## config.mk

```make
export PLATFORM = sky130hd
export DESIGN_NAME = clipped_alpha_pixel_write
export DESIGN_NICKNAME = d
export VERILOG_FILES = /design/src/design/capw_pkg.sv /design/src/design/capw_blend.sv /design/src/design/clipped_alpha_pixel_write.sv
export SDC_FILE = /design/constraint.sdc
export NUM_CORES = 2
export LEC_CHECK = 0
export ABC_AREA = 1
export ABC_CLOCK_PERIOD_IN_PS = 23100
export BUFFER_PORTS_ARGS = -buffer_cell sky130_fd_sc_hd__buf_4
export CAP_MARGIN = 20
export CORE_AREA = 2 2 401 403
export DETAILED_ROUTE_END_ITERATION = 16
export DIE_AREA = 0 0 403 405
export PLACE_DENSITY = 0.41
export SYNTH_ARGS = -nofsm -noshare
export SYNTH_HDL_FRONTEND = slang
export SYNTH_SLANG_ARGS = --single-unit
```

## constraint.sdc

```tcl
create_clock -name clk -period 23.1 [get_ports clk]
set_clock_uncertainty 0.2 [all_clocks]
set_input_delay 3.465 -clock clk [delete_from_list [all_inputs] [get_ports clk]]
set_output_delay 3.465 -clock clk [all_outputs]
set_load 0.005 [all_outputs]
```

## src/design/capw_pkg.sv

```systemverilog
`timescale 1ns / 1ps
`default_nettype none
// ----------------------------------------------------------------------------
// capw_pkg
// Shared constants, widths and helpers for the clipped alpha pixel writer.
// ----------------------------------------------------------------------------
package capw_pkg;

    // Largest canvas side in pixels; the bounds test saturates canvas registers to this.
    localparam int CANVAS_MAX = 4096;

    localparam int POS_W    = 16;
    localparam int COLOR_W  = 32;
    localparam int CLIP_W   = 13;
    localparam int STRIDE_W = 14;
    localparam int ADDR_W   = 25;
    localparam int CFG_IDX_W  = 3;
    localparam int CFG_DATA_W = 14;

    // Signed compare width: one bit above the widest coordinate or bound.
    localparam int CMP_W = 17;
    // Bits of an in-canvas coordinate.
    localparam int IDX_W = $clog2(CANVAS_MAX);
    localparam int ADDR_SUM_W = IDX_W + STRIDE_W + 1;

    localparam logic [CMP_W-1:0] CANVAS_MAX_C = CMP_W'(CANVAS_MAX);

    // Register indexes on the configuration port.
    localparam logic [CFG_IDX_W-1:0] REG_CLIP_LEFT     = 3'd0;
    localparam logic [CFG_IDX_W-1:0] REG_CLIP_TOP      = 3'd1;
    localparam logic [CFG_IDX_W-1:0] REG_CLIP_RIGHT    = 3'd2;
    localparam logic [CFG_IDX_W-1:0] REG_CLIP_BOTTOM   = 3'd3;
    localparam logic [CFG_IDX_W-1:0] REG_CANVAS_WIDTH  = 3'd4;
    localparam logic [CFG_IDX_W-1:0] REG_CANVAS_HEIGHT = 3'd5;
    localparam logic [CFG_IDX_W-1:0] REG_ROW_STRIDE    = 3'd6;

    localparam logic [7:0]  ALPHA_OPAQUE = 8'hFF;
    localparam logic [7:0]  ALPHA_CLEAR  = 8'h00;
    localparam logic [15:0] ROUND_HALF   = 16'd127;

    // Exact floor(t / 255) for t up to 255*255 + 127.
    function automatic logic [7:0] div255(input logic [15:0] t);
        logic [16:0] s;
        s = {1'b0, t} + 17'd1 + {9'd0, t[15:8]};
        return s[15:8];
    endfunction

endpackage
`default_nettype wire

```

## src/design/capw_blend.sv

```systemverilog
`timescale 1ns / 1ps
`default_nettype none
// ----------------------------------------------------------------------------
// capw_blend
// Two-stage source-over blend datapath; result is combinational off stage 2.
// ----------------------------------------------------------------------------
module capw_blend
(
    input  wire logic                         clk,
    input  wire logic                         advance,
    input  wire logic [capw_pkg::COLOR_W-1:0] src_in,
    input  wire logic [capw_pkg::COLOR_W-1:0] dst_in,
    output logic      [capw_pkg::COLOR_W-1:0] blend_out,
    output logic      [capw_pkg::COLOR_W-1:0] dst_out
);

    // stage 1: products
    logic [15:0] ps_reg [3];
    logic [15:0] pd_reg [3];
    logic [15:0] pa_reg;
    logic [capw_pkg::COLOR_W-1:0] src1_reg;
    logic [capw_pkg::COLOR_W-1:0] dst1_reg;

    logic [15:0] ps_next [3];
    logic [15:0] pd_next [3];
    logic [15:0] pa_next;
    logic [7:0]  alpha_in;
    logic [7:0]  inv_alpha;

    // stage 2: rounded sums
    logic [15:0] sum_reg [3];
    logic [15:0] suma_reg;
    logic [capw_pkg::COLOR_W-1:0] src2_reg;
    logic [capw_pkg::COLOR_W-1:0] dst2_reg;

    logic [15:0] sum_next [3];
    logic [15:0] suma_next;

    logic [7:0]  chan [3];
    logic [7:0]  alpha2;
    logic [8:0]  alpha_out;

    always_comb
    begin
        alpha_in  = src_in[31:24];
        inv_alpha = capw_pkg::ALPHA_OPAQUE - alpha_in;
        for (int c = 0; c < 3; c++)
        begin
            ps_next[c] = 16'(src_in[8*c +: 8]) * 16'(alpha_in);
            pd_next[c] = 16'(dst_in[8*c +: 8]) * 16'(inv_alpha);
        end
        pa_next = 16'(dst_in[31:24]) * 16'(inv_alpha);
    end

    always_ff @(posedge clk)
    begin
        if (advance)
        begin
            ps_reg   <= ps_next;
            pd_reg   <= pd_next;
            pa_reg   <= pa_next;
            src1_reg <= src_in;
            dst1_reg <= dst_in;
        end
    end

    always_comb
    begin
        for (int c = 0; c < 3; c++)
        begin
            sum_next[c] = ps_reg[c] + pd_reg[c] + capw_pkg::ROUND_HALF;
        end
        suma_next = pa_reg + capw_pkg::ROUND_HALF;
    end

    always_ff @(posedge clk)
    begin
        if (advance)
        begin
            sum_reg  <= sum_next;
            suma_reg <= suma_next;
            src2_reg <= src1_reg;
            dst2_reg <= dst1_reg;
        end
    end

    always_comb
    begin
        alpha2 = src2_reg[31:24];
        for (int c = 0; c < 3; c++)
        begin
            chan[c] = capw_pkg::div255(sum_reg[c]);
        end
        // never exceeds 255
        alpha_out = {1'b0, alpha2} + {1'b0, capw_pkg::div255(suma_reg)};
        if (alpha2 == capw_pkg::ALPHA_OPAQUE)
        begin
            blend_out = src2_reg;
        end
        else if (alpha2 == capw_pkg::ALPHA_CLEAR)
        begin
            blend_out = dst2_reg;
        end
        else
        begin
            blend_out = {alpha_out[7:0], chan[2], chan[1], chan[0]};
        end
    end

    assign dst_out = dst2_reg;

endmodule
`default_nettype wire

```

## src/design/clipped_alpha_pixel_write.sv

```systemverilog
// Throughput: one word per cycle; the three stages (multiply, add, divide
//   by 255 and select) move together and hold as a whole while out_stall
//   keeps the output register full.
// Reset: rst_n clears the stage valid bits and loads the register defaults
//   (clip 0..4096 on both axes, canvas 4096 x 4096, stride 4096).
`timescale 1ns / 1ps
`default_nettype none
// ----------------------------------------------------------------------------
// clipped_alpha_pixel_write
// Clip test, frame buffer address and source-over blend for ABGR8888 pixels.
// ----------------------------------------------------------------------------
module clipped_alpha_pixel_write
(
    input  wire logic                            clk,
    input  wire logic                            rst_n,

    // configuration write port
    input  wire logic                            cfg_write,
    input  wire logic [capw_pkg::CFG_IDX_W-1:0]  cfg_index,
    input  wire logic [capw_pkg::CFG_DATA_W-1:0] cfg_data,

    // input channel
    input  wire logic                            in_valid,
    output logic                                 in_stall,
    input  wire logic [capw_pkg::POS_W-1:0]      pos_x,
    input  wire logic [capw_pkg::POS_W-1:0]      pos_y,
    input  wire logic [capw_pkg::COLOR_W-1:0]    src_color,
    input  wire logic [capw_pkg::COLOR_W-1:0]    dest_color,

    // output channel
    output logic                                 out_valid,
    input  wire logic                            out_stall,
    output logic                                 write_enable,
    output logic      [capw_pkg::ADDR_W-1:0]     word_address,
    output logic      [capw_pkg::COLOR_W-1:0]    blended_color
);

    localparam int CMP_W    = capw_pkg::CMP_W;
    localparam int IDX_W    = capw_pkg::IDX_W;
    localparam int STRIDE_W = capw_pkg::STRIDE_W;
    localparam int CLIP_W   = capw_pkg::CLIP_W;
    localparam int PROD_W   = IDX_W + STRIDE_W;

    // ------------------------------------------------------------------
    // Configuration registers
    // ------------------------------------------------------------------
    logic [CLIP_W-1:0]   clip_left_reg;
    logic [CLIP_W-1:0]   clip_top_reg;
    logic [CLIP_W-1:0]   clip_right_reg;
    logic [CLIP_W-1:0]   clip_bottom_reg;
    logic [CLIP_W-1:0]   canvas_width_reg;
    logic [CLIP_W-1:0]   canvas_height_reg;
    logic [STRIDE_W-1:0] row_stride_reg;

    always_ff @(posedge clk or negedge rst_n)
    begin
        if (!rst_n)
        begin
            clip_left_reg     <= '0;
            clip_top_reg      <= '0;
            clip_right_reg    <= CLIP_W'(4096);
            clip_bottom_reg   <= CLIP_W'(4096);
            canvas_width_reg  <= CLIP_W'(4096);
            canvas_height_reg <= CLIP_W'(4096);
            row_stride_reg    <= STRIDE_W'(4096);
        end
        else if (cfg_write)
        begin
            case (cfg_index)
                capw_pkg::REG_CLIP_LEFT:     clip_left_reg     <= cfg_data[CLIP_W-1:0];
                capw_pkg::REG_CLIP_TOP:      clip_top_reg      <= cfg_data[CLIP_W-1:0];
                capw_pkg::REG_CLIP_RIGHT:    clip_right_reg    <= cfg_data[CLIP_W-1:0];
                capw_pkg::REG_CLIP_BOTTOM:   clip_bottom_reg   <= cfg_data[CLIP_W-1:0];
                capw_pkg::REG_CANVAS_WIDTH:  canvas_width_reg  <= cfg_data[CLIP_W-1:0];
                capw_pkg::REG_CANVAS_HEIGHT: canvas_height_reg <= cfg_data[CLIP_W-1:0];
                capw_pkg::REG_ROW_STRIDE:    row_stride_reg    <= cfg_data[STRIDE_W-1:0];
                default:                     ; // unused index: dropped
            endcase
        end
    end

    // ------------------------------------------------------------------
    // Pipeline control: every stage moves together. The whole pipe holds
    // only while the output register is full and stalled, so bubbles in
    // front of it cost nothing and no word is dropped or repeated.
    // ------------------------------------------------------------------
    logic advance;
    logic v1_reg;
    logic v2_reg;
    logic out_valid_reg;

    assign advance  = !(out_valid_reg && out_stall);
    assign in_stall = !advance;

    always_ff @(posedge clk or negedge rst_n)
    begin
        if (!rst_n)
        begin
            v1_reg        <= 1'b0;
            v2_reg        <= 1'b0;
            out_valid_reg <= 1'b0;
        end
        else if (advance)
        begin
            v1_reg        <= in_valid;
            v2_reg        <= v1_reg;
            out_valid_reg <= v2_reg;
        end
    end

    // ------------------------------------------------------------------
    // Stage 1: bounds test and row * stride multiply
    // ------------------------------------------------------------------
    logic signed [CMP_W-1:0] x_s;
    logic signed [CMP_W-1:0] y_s;
    logic [CMP_W-1:0] cw_full;
    logic [CMP_W-1:0] ch_full;
    logic [CMP_W-1:0] cw_sat;
    logic [CMP_W-1:0] ch_sat;
    logic             ok_next;
    logic [PROD_W-1:0] prod_next;

    logic              ok1_reg;
    logic [PROD_W-1:0] prod1_reg;
    logic [IDX_W-1:0]  x1_reg;

    always_comb
    begin
        x_s = CMP_W'(signed'(pos_x));
        y_s = CMP_W'(signed'(pos_y));
        cw_full = CMP_W'(canvas_width_reg);
        ch_full = CMP_W'(canvas_height_reg);
        // canvas register values are saturated to the largest supported canvas
        cw_sat = (cw_full > capw_pkg::CANVAS_MAX_C) ? capw_pkg::CANVAS_MAX_C : cw_full;
        ch_sat = (ch_full > capw_pkg::CANVAS_MAX_C) ? capw_pkg::CANVAS_MAX_C : ch_full;

        ok_next = (x_s >= signed'(CMP_W'(clip_left_reg)))   &&
                  (x_s <  signed'(CMP_W'(clip_right_reg)))  &&
                  (y_s >= signed'(CMP_W'(clip_top_reg)))    &&
                  (y_s <  signed'(CMP_W'(clip_bottom_reg))) &&
                  !pos_x[capw_pkg::POS_W-1] && (x_s < signed'(cw_sat)) &&
                  !pos_y[capw_pkg::POS_W-1] && (y_s < signed'(ch_sat));

        // an accepted row is below CANVAS_MAX, so its low bits are exact
        prod_next = PROD_W'(pos_y[IDX_W-1:0]) * PROD_W'(row_stride_reg);
    end

    always_ff @(posedge clk)
    begin
        if (advance)
        begin
            ok1_reg   <= ok_next;
            prod1_reg <= prod_next;
            x1_reg    <= pos_x[IDX_W-1:0];
        end
    end

    // ------------------------------------------------------------------
    // Stage 2: address add, zero for rejected pixels
    // ------------------------------------------------------------------
    logic [capw_pkg::ADDR_SUM_W-1:0] addr_sum;
    logic [capw_pkg::ADDR_W-1:0]     addr_next;
    logic                            ok2_reg;
    logic [capw_pkg::ADDR_W-1:0]     addr2_reg;

    always_comb
    begin
        addr_sum  = capw_pkg::ADDR_SUM_W'(prod1_reg) + capw_pkg::ADDR_SUM_W'(x1_reg);
        addr_next = ok1_reg ? capw_pkg::ADDR_W'(addr_sum) : '0;
    end

    always_ff @(posedge clk)
    begin
        if (advance)
        begin
            ok2_reg   <= ok1_reg;
            addr2_reg <= addr_next;
        end
    end

    // ------------------------------------------------------------------
    // Blend datapath runs alongside stages 1 and 2
    // ------------------------------------------------------------------
    logic [capw_pkg::COLOR_W-1:0] blend_color;
    logic [capw_pkg::COLOR_W-1:0] dst2_color;

    capw_blend u_blend
    (
        .clk       (clk),
        .advance   (advance),
        .src_in    (src_color),
        .dst_in    (dest_color),
        .blend_out (blend_color),
        .dst_out   (dst2_color)
    );

    // ------------------------------------------------------------------
    // Stage 3: output register; rejected pixels pass the destination
    // ------------------------------------------------------------------
    logic                         we_reg;
    logic [capw_pkg::ADDR_W-1:0]  addr_reg;
    logic [capw_pkg::COLOR_W-1:0] color_reg;

    always_ff @(posedge clk)
    begin
        if (advance)
        begin
            we_reg    <= ok2_reg;
            addr_reg  <= addr2_reg;
            color_reg <= ok2_reg ? blend_color : dst2_color;
        end
    end

    assign out_valid     = out_valid_reg;
    assign write_enable  = we_reg;
    assign word_address  = addr_reg;
    assign blended_color = color_reg;

    // ------------------------------------------------------------------
    // Assertions
    // ------------------------------------------------------------------
    a_reject_addr_zero: assert property (@(posedge clk) disable iff (!rst_n)
        out_valid_reg && !we_reg |-> addr_reg == '0)
        else $error("rejected pixel carries a nonzero address");

    a_accept_enters: assert property (@(posedge clk) disable iff (!rst_n)
        in_valid && !in_stall |=> v1_reg)
        else $error("accepted word did not enter stage 1");

    a_stage_moves: assert property (@(posedge clk) disable iff (!rst_n)
        v1_reg && advance |=> v2_reg)
        else $error("word lost between stage 1 and stage 2");

    a_hold_on_stall: assert property (@(posedge clk) disable iff (!rst_n)
        !advance |=> $stable(v1_reg) && $stable(v2_reg))
        else $error("pipeline moved while output stalled");

endmodule
`default_nettype wire

```

==> out/summary.txt <==
Synth warn: 0
WL/cell: 17.12 microns
Die area: 163,200 sq um
Final Hold Violating Endpoints: 0
FF-to-FF End: prod1_reg[24]
Synth Area in Compound Gates: 0.07002
Fraction of the mapped netlist area in simple logic gates: 0.1370
CORE AREA: 159,300 sq um
Number of routed nets with antenna violations: 0
FFs w/ async S/R, synth: 0.1823
Post-Synth Adder-Cell Area: 0.3171
Largest family of logic cells by synthesized area: adder cells
Total power draw: 6.404 mW
Routability cong.: 0.8125
GR Overflow Total: 0
Initial Utilization: 0.2784
Status: completed
Multi-input logic area: 24,820 sq um
Net Count, Synth: 5,851
Flop and latch count out of synthesis: 521
# H-tree levels: 3
CTS tree: built
Setup crit end: u_blend.pd_reg[13]
Post-synth EDFFs: 426
Die Height: 405 microns
Largest net degree at the start of global routing: 70
Post-DR vias/cell: 4.417
CP max FO: 26
Post-layout util: 0.3149
First-pass DRT Iterations: 5
Net switching power: 2.820 mW
Cts repair resizes: 0
Buffer depth of the longest clock path: 3
DR vias: 31,440
Max Slew Vio Count: 0
TNS Setup: 0 ps
Post-CTS setup buffers: 0
Mux share of post-synthesis cell area: 0.0002540
CTS Sinks: 521
Leakage power total: 25.19 nW
R2R depth: 19
Main flop type after synthesis: edfxtp_1
Worst R2R Start: row_stride_reg[7]
Root buf cell: clkbuf_16
Number of cell rows: 147
Worst Setup SP: src_color[27]
DRT iter0 DRCs: 1,527
Sequential area share after synthesis: 0.3423
Avg Inst Size Synth: 9.170 sq um
XOR/XNOR Fraction of Synth Area: 0.03533
Data required time of the critical path: 23,310 ps
Clk Latency, worst-skew pair: 660 ps
Finish-stage setup viols: 0
Fillcell total: 16,840
Nets: 5,990
Worst setup EP type: flip-flop
CP Class: in -> reg
Max_cap viols: 0
Clock power share: 0.167
Fraction of layout cells with a size suffix above 1: 0.06523
First-pass GRT wire length: 191,500 microns
CTS Hold Bufs: 0
I/O Pins: 178
Storage cell area: 15,180 sq um
Min cycle time layout: 7983 ps
WP data arrival: 8190 ps
Die Wd: 403 microns
Dpl hpwl: 93,560 microns
Area Overhead vs Synth: 13.12%
CTS Buf Count: 70
Seq pwr share: 0.280
Initial antenna violation count: 10
Vias in the first global route: 32,750
Worst Tran Pin Value: 957.9 ps
WL final: 121,900 microns
DRC: 0
Worst Setup Start Kind: primary input
Relative slew slack: 0.3614
RSZ-0062 raised after global routing: false
Cell Pwr Density: 127.7 nW/um^2
Final period utilization: 0.3456
Synth Cell Area: 44,340 sq um
Switching Share: 0.4404
Post-Synthesis Cells: 4,835
Fmax: 125.3 MHz
Distinct cell type count after synthesis: 53
Logic pwr share: 0.554
Worst vdd ir: 0.07977 mV
HP Class: reg -> reg
Internal Power: 3.584 mW
Reg clk slew, reported paths: 60 ps
GRT Total Usage: 0.1528
Port Buffer Count: 177
Worst reg-to-reg setup slack: 17,710 ps
[critical path, cell delays in order]
cell and delay, ps:
buf_4 300, buf_4 470, inv_1 330, nand2_1 170, fa_1 460, fa_1 560, inv_1 50, fa_1 470
inv_1 50, fa_1 480, inv_1 40, ha_1 360, nand2_1 110, o21ai_0 180, nor2_1 80, o21ai_0 280
a31oi_1 150, xor2_1 160
[power by group through the flow]
stage	Combinational, mW	Sequential [mW]	Clock (mW)
finish	3.55	1.79	1.07
CTS	3.61	1.80	1.11
global route	4.14	1.83	1.15
global placement	3.60	1.81	0
detailed placement	3.59	1.82	0
floorplan	2.63	1.78	0
[worst min path at each step]
stage                         startpoint              endpoint  slack [ps]  cells after the start
CTS                 u_blend.dst1_reg[20]   u_blend.dst_out[20]         200                      0
detailed placement  u_blend.dst1_reg[12]   u_blend.dst_out[12]         200                      0
floorplan            u_blend.dst1_reg[0]    u_blend.dst_out[0]         200                      0
global route        u_blend.dst1_reg[20]   u_blend.dst_out[20]         210                      0
global placement    u_blend.src1_reg[22]  u_blend.src2_reg[22]         200                      0
finish              u_blend.dst1_reg[20]   u_blend.dst_out[20]         210                      0
[final cells by class]
| type | instances | share of cell area |
|---|---|---|
| Clock inverter | 33 | 0.005937 |
| Inverter | 1026 | 0.07679 |
| Multi-Input combinational cell | 3161 | 0.4949 |
| Tap cell | 2086 | 0.05204 |
| Sequential cell | 521 | 0.3026 |
| Timing Repair Buffer | 194 | 0.02944 |
| Clock buffer | 93 | 0.03809 |
| Antenna cell | 4 | 0.0001996 |
[synth_stat cells, types with 3 or more instances]
cell type,number,share of area
nor4_1,7,0.00099
edfxtp_1,426,0.29
a31oi_1,12,0.0017
nand3b_1,6,0.0010
o21ai_0,209,0.024
a211oi_1,5,0.00085
fa_1,376,0.17
o21bai_1,11,0.0019
o211ai_1,8,0.0014
inv_1,1022,0.087
buf_2,4,0.00045
nor3_1,36,0.0041
a21boi_1,7,0.0012
o21a_1,7,0.0012
clkbuf_1,107,0.0091
o21ai_2,3,0.00059
a21o_1,11,0.0019
ha_1,522,0.15
xor2_1,119,0.024
clkbuf_2,12,0.0014
nand3_1,94,0.011
o31ai_1,9,0.0015
nand2_1,1011,0.086
and2_1,4,0.00056
a21oi_1,234,0.026
a21boi_0,3,0.00051
o21ai_1,15,0.0017
nand2_2,7,0.00099
buf_1,4,0.00034
dfrtp_1,90,0.051
dfstp_2,5,0.0030
nand4_1,37,0.0052
a22oi_1,24,0.0041
nor2_1,303,0.026
xnor2_1,58,0.011
[metrics by stage]
step / cell area (sq um) / cells / setup WS (ps) / hold WS (ps)
final: 50150 / 7118 / 15120 / 208.9
after floorplan: 44340 / 4835 / 6251 / 200.3
after global routing: 50150 / 7117 / 14880 / 210.7
after detailed placement: 47940 / 6988 / 14480 / 204.5
after CTS: 50140 / 7114 / 15220 / 198.8
after global placement: 47910 / 6987 / 14510 / 200.9
[kinds of logic after synthesis]
| kind of cell | after synthesis |
|---|---|
| and+or+nand+nor | 1518 |
| buffers and inverters | 1153 |
| adders and majority gates | 898 |
| AOI/OAI and AO/OA | 566 |
| DFF | 521 |
| xor gates and xnor gates | 178 |
| muxes | 1 |
[cells in the final DEF, fill, tap and decap left out, types with 36 or more instances in the layout]
cell type / instances
o21ai_0: 209
clkbuf_16: 72
inv_1: 1022
dfrtp_1: 90
nand2_1: 1009
nand4_1: 37
ha_1: 522
nand3_1: 94
buf_4: 193
nor2_1: 303
edfxtp_1: 426
nor3_1: 36
fa_1: 376
a21oi_1: 234
xnor2_1: 58
xor2_1: 119
[routing by layer]
metal  global-route usage  share of wire  vias to the layer above  wire, microns
met2               0.2439           0.45                      473          54920
li1                     -              -                    15580              -
met5                    0       0.000066                        -              8
met4              0.04987          0.029                        2           3475
met3              0.02222          0.038                      162           4635
met1               0.2122           0.48                    15220          58850
(Power assumes the default switching activity.)
